[src/rtl/idd_pkg.sv]
package idd_pkg;

  typedef enum logic [1:0] {
    ST_NONE     = 2'd0,
    ST_DEADLOCK = 2'd1,
    ST_STOPPED  = 2'd2,
    ST_FULL     = 2'd3
  } status_e;

  typedef enum logic {
    DIR_REQUEST = 1'b0,
    DIR_ASSIGN  = 1'b1
  } dir_e;

  typedef struct packed {
    dir_e       dir;
    logic [4:0] res;
    logic [4:0] proc;
  } edge_t;

  localparam int unsigned ResultCap = 32;
  localparam logic [15:0] EdgesSeenMax = 16'hFFFF;

endpackage

[src/rtl/incremental_deadlock_detector.sv]
// Channel   | Signals                                          | Direction
// ----------+--------------------------------------------------+----------
// command   | start_i, busy_o, process_id_i, resource_id_i,    | in
//           | direction_i                                      |
// result    | valid_o, status_o, deadlocked_process_o,         | out
//           | edge_number_o, last_o                            |
//
// A refused transaction (stopped, store full, id out of range) shows its single result in the
// cycle after start and leaves busy_o low. A stored edge keeps busy_o high while the work
// degrees are re-initialised, peel passes remove nodes with no work left and the deadlocked
// processes are listed. Reset clears all control state and the degree valid bits;
// no clearing pass is needed. The receiver cannot stall: each result shows for one
// cycle with valid_o high.
module incremental_deadlock_detector
  import idd_pkg::*;
#(
  parameter int unsigned NUM_PROCESSES = 32,
  parameter int unsigned NUM_RESOURCES = 32,
  parameter int unsigned MAX_EDGES     = 256
) (
  input  logic        clk_i,
  input  logic        rst_ni,
  input  logic        start_i,
  output logic        busy_o,
  input  logic [4:0]  process_id_i,
  input  logic [4:0]  resource_id_i,
  input  logic        direction_i,
  output logic        valid_o,
  output logic [1:0]  status_o,
  output logic [4:0]  deadlocked_process_o,
  output logic [15:0] edge_number_o,
  output logic        last_o
);

  localparam int unsigned NC = NUM_PROCESSES + NUM_RESOURCES;
  localparam int unsigned NW = $clog2(NC);
  localparam int unsigned AW = $clog2(MAX_EDGES);
  localparam int unsigned DW = $clog2(MAX_EDGES + 1);
  localparam int unsigned PW = $clog2(NUM_PROCESSES);

  typedef enum logic [11:0] {
    S_IDLE     = 12'b0000_0000_0001,
    S_INS      = 12'b0000_0000_0010,
    S_INIT_RD  = 12'b0000_0000_0100,
    S_INIT_WR  = 12'b0000_0000_1000,
    S_NODE_RD  = 12'b0000_0001_0000,
    S_NODE_CHK = 12'b0000_0010_0000,
    S_SCAN_RD  = 12'b0000_0100_0000,
    S_SCAN_CHK = 12'b0000_1000_0000,
    S_SCAN_DEC = 12'b0001_0000_0000,
    S_EMIT_RD  = 12'b0010_0000_0000,
    S_EMIT_CHK = 12'b0100_0000_0000,
    S_FIN      = 12'b1000_0000_0000
  } state_e;

  typedef struct packed {
    logic [DW-1:0] outdeg;
    logic [DW-1:0] work;
  } deg_t;

  state_e        state_q, state_d;
  logic [NW-1:0] node_q, node_d;
  logic [AW-1:0] k_q, k_d;
  logic [PW-1:0] pn_q, pn_d;
  logic [4:0]    fc_q, fc_d;
  logic          pend_q, pend_d;
  logic [4:0]    pend_id_q, pend_id_d;
  logic          progress_q, progress_d;
  logic [NW-1:0] src_q, src_d;
  logic [AW:0]   count_q, count_d;
  logic          stopped_q, stopped_d;
  logic [15:0]   edges_seen_q, edges_seen_d;
  logic [15:0]   num_q, num_d;
  logic [NC-1:0] removed_q;
  logic          removed_clr, removed_set;

  deg_t          deg_mem [NC];
  logic [NC-1:0] deg_vld_q;
  deg_t          deg_rd_q;
  logic          deg_rd_vld_q;
  logic          deg_re, deg_we;
  logic [NW-1:0] deg_ra, deg_wa;
  deg_t          deg_wd;
  deg_t          deg_cur;

  edge_t         edge_mem [MAX_EDGES];
  edge_t         edge_rd_q;
  edge_t         edge_wd;
  logic          edge_we, edge_re;

  logic [NW-1:0] in_src;
  logic [NW-1:0] e_src, e_dst;
  logic          accept, in_range;
  logic          next_edge, next_node;

  logic          emit_v, emit_last;
  status_e       emit_status;
  logic [4:0]    emit_proc;
  logic [15:0]   emit_num;

  logic          out_v_q, out_last_q;
  status_e       out_status_q;
  logic [4:0]    out_proc_q;
  logic [15:0]   out_num_q;

  assign accept   = start_i && (state_q == S_IDLE);
  assign busy_o   = (state_q != S_IDLE);
  assign in_range = ({2'b00, process_id_i} < 7'(NUM_PROCESSES)) &&
                    ({2'b00, resource_id_i} < 7'(NUM_RESOURCES));
  assign edge_wd  = '{dir: dir_e'(direction_i), res: resource_id_i, proc: process_id_i};

  assign in_src = (direction_i == DIR_ASSIGN) ?
                  NW'(8'(NUM_PROCESSES) + {3'b000, resource_id_i}) :
                  NW'({3'b000, process_id_i});
  assign e_src  = (edge_rd_q.dir == DIR_ASSIGN) ?
                  NW'(8'(NUM_PROCESSES) + {3'b000, edge_rd_q.res}) :
                  NW'({3'b000, edge_rd_q.proc});
  assign e_dst  = (edge_rd_q.dir == DIR_ASSIGN) ?
                  NW'({3'b000, edge_rd_q.proc}) :
                  NW'(8'(NUM_PROCESSES) + {3'b000, edge_rd_q.res});

  assign deg_cur = deg_rd_vld_q ? deg_rd_q : '0;

  always_comb begin
    state_d      = state_q;
    node_d       = node_q;
    k_d          = k_q;
    pn_d         = pn_q;
    fc_d         = fc_q;
    pend_d       = pend_q;
    pend_id_d    = pend_id_q;
    progress_d   = progress_q;
    src_d        = src_q;
    count_d      = count_q;
    stopped_d    = stopped_q;
    edges_seen_d = edges_seen_q;
    num_d        = num_q;
    removed_clr  = 1'b0;
    removed_set  = 1'b0;
    deg_re       = 1'b0;
    deg_ra       = '0;
    deg_we       = 1'b0;
    deg_wa       = '0;
    deg_wd       = '0;
    edge_we      = 1'b0;
    edge_re      = 1'b0;
    next_edge    = 1'b0;
    next_node    = 1'b0;
    emit_v       = 1'b0;
    emit_last    = 1'b0;
    emit_status  = ST_NONE;
    emit_proc    = '0;
    emit_num     = num_q;

    unique case (state_q)
      S_IDLE: begin
        emit_num = edges_seen_q;
        if (accept) begin
          num_d = edges_seen_q;
          if (edges_seen_q != EdgesSeenMax) begin
            edges_seen_d = edges_seen_q + 16'd1;
          end
          emit_last = 1'b1;
          if (stopped_q) begin
            emit_v      = 1'b1;
            emit_status = ST_STOPPED;
          end else if (count_q == (AW+1)'(MAX_EDGES)) begin
            emit_v      = 1'b1;
            emit_status = ST_FULL;
          end else if (!in_range) begin
            emit_v      = 1'b1;
            emit_status = ST_NONE;
          end else begin
            edge_we = 1'b1;
            count_d = count_q + 1'b1;
            deg_re  = 1'b1;
            deg_ra  = in_src;
            src_d   = in_src;
            state_d = S_INS;
          end
        end
      end
      S_INS: begin
        deg_we  = 1'b1;
        deg_wa  = src_q;
        deg_wd  = '{outdeg: deg_cur.outdeg + 1'b1, work: deg_cur.work};
        node_d  = '0;
        state_d = S_INIT_RD;
      end
      S_INIT_RD: begin
        deg_re  = 1'b1;
        deg_ra  = node_q;
        state_d = S_INIT_WR;
      end
      S_INIT_WR: begin
        deg_we = 1'b1;
        deg_wa = node_q;
        deg_wd = '{outdeg: deg_cur.outdeg, work: deg_cur.outdeg};
        if (node_q == NW'(NC - 1)) begin
          node_d      = '0;
          progress_d  = 1'b0;
          removed_clr = 1'b1;
          state_d     = S_NODE_RD;
        end else begin
          node_d  = node_q + 1'b1;
          state_d = S_INIT_RD;
        end
      end
      S_NODE_RD: begin
        deg_re  = 1'b1;
        deg_ra  = node_q;
        state_d = S_NODE_CHK;
      end
      S_NODE_CHK: begin
        if (!removed_q[node_q] && (deg_cur.work == '0)) begin
          removed_set = 1'b1;
          progress_d  = 1'b1;
          k_d         = '0;
          state_d     = S_SCAN_RD;
        end else begin
          next_node = 1'b1;
        end
      end
      S_SCAN_RD: begin
        edge_re = 1'b1;
        state_d = S_SCAN_CHK;
      end
      S_SCAN_CHK: begin
        if (e_dst == node_q) begin
          deg_re  = 1'b1;
          deg_ra  = e_src;
          src_d   = e_src;
          state_d = S_SCAN_DEC;
        end else begin
          next_edge = 1'b1;
        end
      end
      S_SCAN_DEC: begin
        if (deg_cur.work != '0) begin
          deg_we = 1'b1;
          deg_wa = src_q;
          deg_wd = '{outdeg: deg_cur.outdeg, work: deg_cur.work - 1'b1};
        end
        next_edge = 1'b1;
      end
      S_EMIT_RD: begin
        deg_re  = 1'b1;
        deg_ra  = NW'(pn_q);
        state_d = S_EMIT_CHK;
      end
      S_EMIT_CHK: begin
        if (deg_cur.work != '0) begin
          if (pend_q) begin
            emit_v      = 1'b1;
            emit_status = ST_DEADLOCK;
            emit_proc   = pend_id_q;
          end
          pend_d    = 1'b1;
          pend_id_d = 5'(pn_q);
          fc_d      = fc_q + 1'b1;
        end
        if ((deg_cur.work != '0 && fc_q == 5'(ResultCap - 1)) ||
            pn_q == PW'(NUM_PROCESSES - 1)) begin
          state_d = S_FIN;
        end else begin
          pn_d    = pn_q + 1'b1;
          state_d = S_EMIT_RD;
        end
      end
      S_FIN: begin
        emit_v    = 1'b1;
        emit_last = 1'b1;
        if (pend_q) begin
          emit_status = ST_DEADLOCK;
          emit_proc   = pend_id_q;
          stopped_d   = 1'b1;
        end
        state_d = S_IDLE;
      end
      default: state_d = S_IDLE;
    endcase

    if (next_edge) begin
      if ({1'b0, k_q} == count_q - 1'b1) begin
        next_node = 1'b1;
      end else begin
        k_d     = k_q + 1'b1;
        state_d = S_SCAN_RD;
      end
    end

    if (next_node) begin
      if (node_q == NW'(NC - 1)) begin
        if (progress_d) begin
          node_d     = '0;
          progress_d = 1'b0;
          state_d    = S_NODE_RD;
        end else begin
          pn_d    = '0;
          fc_d    = '0;
          pend_d  = 1'b0;
          state_d = S_EMIT_RD;
        end
      end else begin
        node_d  = node_q + 1'b1;
        state_d = S_NODE_RD;
      end
    end
  end

  always_ff @(posedge clk_i or negedge rst_ni) begin
    if (!rst_ni) begin
      state_q      <= S_IDLE;
      node_q       <= '0;
      k_q          <= '0;
      pn_q         <= '0;
      fc_q         <= '0;
      pend_q       <= 1'b0;
      progress_q   <= 1'b0;
      count_q      <= '0;
      stopped_q    <= 1'b0;
      edges_seen_q <= '0;
      removed_q    <= '0;
      deg_vld_q    <= '0;
      out_v_q      <= 1'b0;
    end else begin
      state_q      <= state_d;
      node_q       <= node_d;
      k_q          <= k_d;
      pn_q         <= pn_d;
      fc_q         <= fc_d;
      pend_q       <= pend_d;
      progress_q   <= progress_d;
      count_q      <= count_d;
      stopped_q    <= stopped_d;
      edges_seen_q <= edges_seen_d;
      out_v_q      <= emit_v;
      if (removed_clr) begin
        removed_q <= '0;
      end else if (removed_set) begin
        removed_q[node_q] <= 1'b1;
      end
      if (deg_we) begin
        deg_vld_q[deg_wa] <= 1'b1;
      end
    end
  end

  always_ff @(posedge clk_i) begin
    pend_id_q    <= pend_id_d;
    src_q        <= src_d;
    num_q        <= num_d;
    out_last_q   <= emit_last;
    out_status_q <= emit_status;
    out_proc_q   <= emit_proc;
    out_num_q    <= emit_num;
  end

  always_ff @(posedge clk_i) begin
    if (deg_we) begin
      deg_mem[deg_wa] <= deg_wd;
    end
    if (deg_re) begin
      deg_rd_q     <= deg_mem[deg_ra];
      deg_rd_vld_q <= deg_vld_q[deg_ra];
    end
  end

  always_ff @(posedge clk_i) begin
    if (edge_we) begin
      edge_mem[count_q[AW-1:0]] <= edge_wd;
    end
    if (edge_re) begin
      edge_rd_q <= edge_mem[k_q];
    end
  end

  assign valid_o              = out_v_q;
  assign status_o             = out_status_q;
  assign deadlocked_process_o = out_proc_q;
  assign edge_number_o        = out_num_q;
  assign last_o               = out_last_q;

endmodule

[config.mk]
export PLATFORM = sky130hd
export DESIGN_NAME = incremental_deadlock_detector
export DESIGN_NICKNAME = d
export VERILOG_FILES = /design/src/rtl/idd_pkg.sv /design/src/rtl/incremental_deadlock_detector.sv
export SDC_FILE = /design/constraint.sdc
export NUM_CORES = 2
export LEC_CHECK = 0
export BUFFER_PORTS_ARGS = -buffer_cell sky130_fd_sc_hd__buf_4
export CORE_ASPECT_RATIO = 1.75
export CORE_MARGIN = 2
export CORE_UTILIZATION = 55
export DETAILED_ROUTE_END_ITERATION = 10
export HOLD_SLACK_MARGIN = 0.15
export PLACE_DENSITY = 0.72
export SETUP_SLACK_MARGIN = 0.05
export SYNTH_ARGS = -nofsm -noshare
export SYNTH_HDL_FRONTEND = slang
export SYNTH_SLANG_ARGS = --single-unit
[constraint.sdc]
create_clock -name clk_i -period 9.5 [get_ports clk_i]
set_input_delay 1.425 -clock clk_i [delete_from_list [all_inputs] [get_ports clk_i]]
set_output_delay 1.425 -clock clk_i [all_outputs]
set_load 0.01 [all_outputs]
==> flow_summary.ini <==
[status]
status = finished clean

[logic_synthesis]
synth.distinct_cells = 94
synth_seq_cells = 4242
synthTopCellsByCount = edfxtp_1, mux4_2, nand2_1
syn_avg_cell_area_um2 = 18.5
mappedNetlistArea_um2 = 166000
yosys.area.top_type = edfxtp_1
synth_top_area_share_pct = 72.7
synthCells = 8975
synth-main-ff-cell = edfxtp_1
synth_warnings = 0
yosysSeqAreaShare_pct = 75.9
yosys-top-cells-area = edfxtp_1, mux4_2, dfrtp_1
synth-edff-count = 4025
synth_nets = 9003
synthArstFlopShare_pct = 4.55
yosysMostFrequentCell = edfxtp_1

[route]
routed_wl_mm = 436
vias = 87100
via_per_inst = 6.45
drt_iter0_drc = 10300
drc = 0
antenna_left = 0
routedWlPerCell_um = 32.3
dr.pass1.iters = 7

[critical_path]
r2r-start = state_q[9]
cp-end-kind = flop
path_class = flop to flop
crit_start = state_q[9]
worstPathArrival_ps = 6570
path_max_fanout = 164
cp-start-kind = flop
crit_required_ps = 10220

[finish]
syn2layout_area_growth_pct = 10.8
layout.cells.non_filler = 13500
drive_above_1_share_pct = 21.2
fillCellCount = 20900
multi_input_area_um2 = 38200
fin_area_um2 = 184000
seq_area_um2 = 126000
finalNetCount = 9137

[die]
die_height_um = 731
core_um2 = 301000
io_pins = 40
dieArea_um2 = 307000
rows = 267
fp.dieW_um = 420
initial_utilization_pct = 55.2

[timing]
period_share_pct = 61.5
fin_crit_ps = 5850
finalClockSkew_ps = 78.9
relSlewSlack_pct = 6.55
final.setup.tns_ps = 0
max_freq_mhz = 171
slew_viol_final = 0
setup_viol = 0
hold_viol_final = 0
grt_setup_unrepaired = false
max_slew.worst_pin.slew_ps = 1400

[min_path]
holdCritPathClass = flop to flop
hp-start = num_q[8]

[power_and_ir_drop]
power_density_nw_per_um2 = 219
intPower_mw = 30.3
pwr-share-comb_pct = 9.9
pwr-share-seq_pct = 52.4
swShare_pct = 24.8
peakVddDrop_v = 0.000155
clockPowerShare_pct = 37.6
p_switching_mw = 10.0
p_leak_nw = 58.0

[clock_tree]
cts_num_sinks = 4242
postCtsHoldBufs = 0
cts_resized = 0
root_buffer = clkbuf_16
cts_setup_buffers = 0
cts_max_path_buffers = 4
cts_buffers = 368
clk_latency_ps = 960
clkTransAtPathRegs_ps = 70
cts_tree = done
h-tree-depth = 5

[grt]
grtUsageMet2_pct = 49.3
grtUsageTotal_pct = 28.5
grt_use_met3_pct = 4.31
grt_overflow = 0
grt_pass1_vias = 87900
antenna_found_initial = 44
grt_first_pass_wirelength_mm = 625
grt_max_degree = 202
grt.busiest_layer = met2
grtUsageMet1_pct = 32.6

[placed_design]
placed_area_um2 = 172000
placedCellCount = 12800
dp_hpwl_mm = 270
port_buffers = 39
place.gp.congestion = 0.966

[job]
maxCapViolCount = 0
## layer usage
metal  part of all wire [%]  up-vias
met2                     52     4613
met3                    7.4     1166
met4                    8.1       14
li1                       -    36000
met5                  0.023        -
met1                     32    45300
## registers in the layout, indices dropped and copies added, names as in the netlist, 2 cells and up
name                  count
node_q                    6
edge_mem               2816
edge_number_o            16
pend_id_q                 5
src_q                     6
count_q                   9
num_q                    16
fc_q                      5
deg_rd_q                 18
status_o                  2
pn_q                      5
edge_rd_q                11
edges_seen_q             16
removed_q                64
deg_mem                1152
state_q                  12
deadlocked_process_o      5
k_q                       8
deg_vld_q                64
## power groups by stage
stage | registers (mW) | clock network [mW] | logic (mW)
finish | 21.2 | 15.2 | 4.00
detailed placement | 21.5 | 0 | 3.89
global route | 21.2 | 16.0 | 4.19
global placement | 21.5 | 0 | 3.81
CTS | 21.1 | 15.3 | 3.90
floorplan | 21.4 | 0 | 2.09
## critical path, stage by stage, from the launching register on
cell,delay [ps]
dfrtp_1,410
or4_4,610
nor4_4,640
nand4_1,370
o2111ai_4,650
buf_12,550
buf_4,670
nor2_1,100
o21ai_1,180
a21oi_1,80
a211o_1,290
or4_1,540
nor3b_1,250
## cells in the final DEF, fill, tap and decap left out, drive strengths merged, types with 18 or more instances in the layout
master    instances
edfxtp         4025
mux4            938
nand2           920
nor2            697
clkbuf          435
nand3           382
buf             295
a21oi           240
dfrtp           192
o21ai           167
clkinv          145
mux2i           109
a31oi            76
diode            61
and3             58
or2              52
o22ai            44
bufinv           42
nand4            39
and2             37
nor3             36
xnor2            34
inv              32
clkinvlp         28
mux2             26
a211oi           26
nor4             26
dfxtp            24
nor2b            20
xor2             18
## layout make-up
cell class	instances	share of cell area, %
antenna	61	0.0828
clock buffer	435	5.24
clock inverter	231	1.29
inverter	16	0.0326
multi-input combinational	4186	20.7
sequential	4242	68.5
tap	4035	2.74
timing repair buffer	295	1.39
## kinds of logic after synthesis
kind of cell             synth area share [%]
adder cells (fa/ha/maj)                 0.105
AND/OR/NAND/NOR                          6.19
XOR/XNOR                                0.274
AO/OA/AOI/OAI                            2.61
flip-flops                               75.9
multiplexers                             13.5
buffers and inverters                    1.38
## per-stage QoR
| step | setup WS (ps) | util, % | hold slack (ps) | power (mW) |
|---|---|---|---|---|
| final | 3650 | 61.1 | 449 | 40.3 |
| after global routing | 3390 | 61.1 | 462 | 41.3 |
| after CTS | 3830 | 61.1 | 430 | 40.4 |
| after detailed placement | 3240 | 57.1 | 431 | 25.4 |
| after global placement | 3360 | 57.1 | 436 | 25.3 |
| after floorplan | 2300 | - | 415 | 23.5 |
## final timing paths
| path | to | slack [ps] | cells after the start |
|---|---|---|---|
| hold reg to reg | edge_number_o[8] | 450 | 2 |
| min in group asynchronous | edges_seen_q[4] | 460 | 1 |
| hold / removal | edge_number_o[8] | 450 | 2 |
| max in group asynchronous | k_q[4] | 7530 | 2 |
| setup / recovery | deg_rd_q[14] | 3650 | 12 |
| setup reg to reg | deg_rd_q[14] | 3650 | 12 |
(Power assumes the default switching activity.)
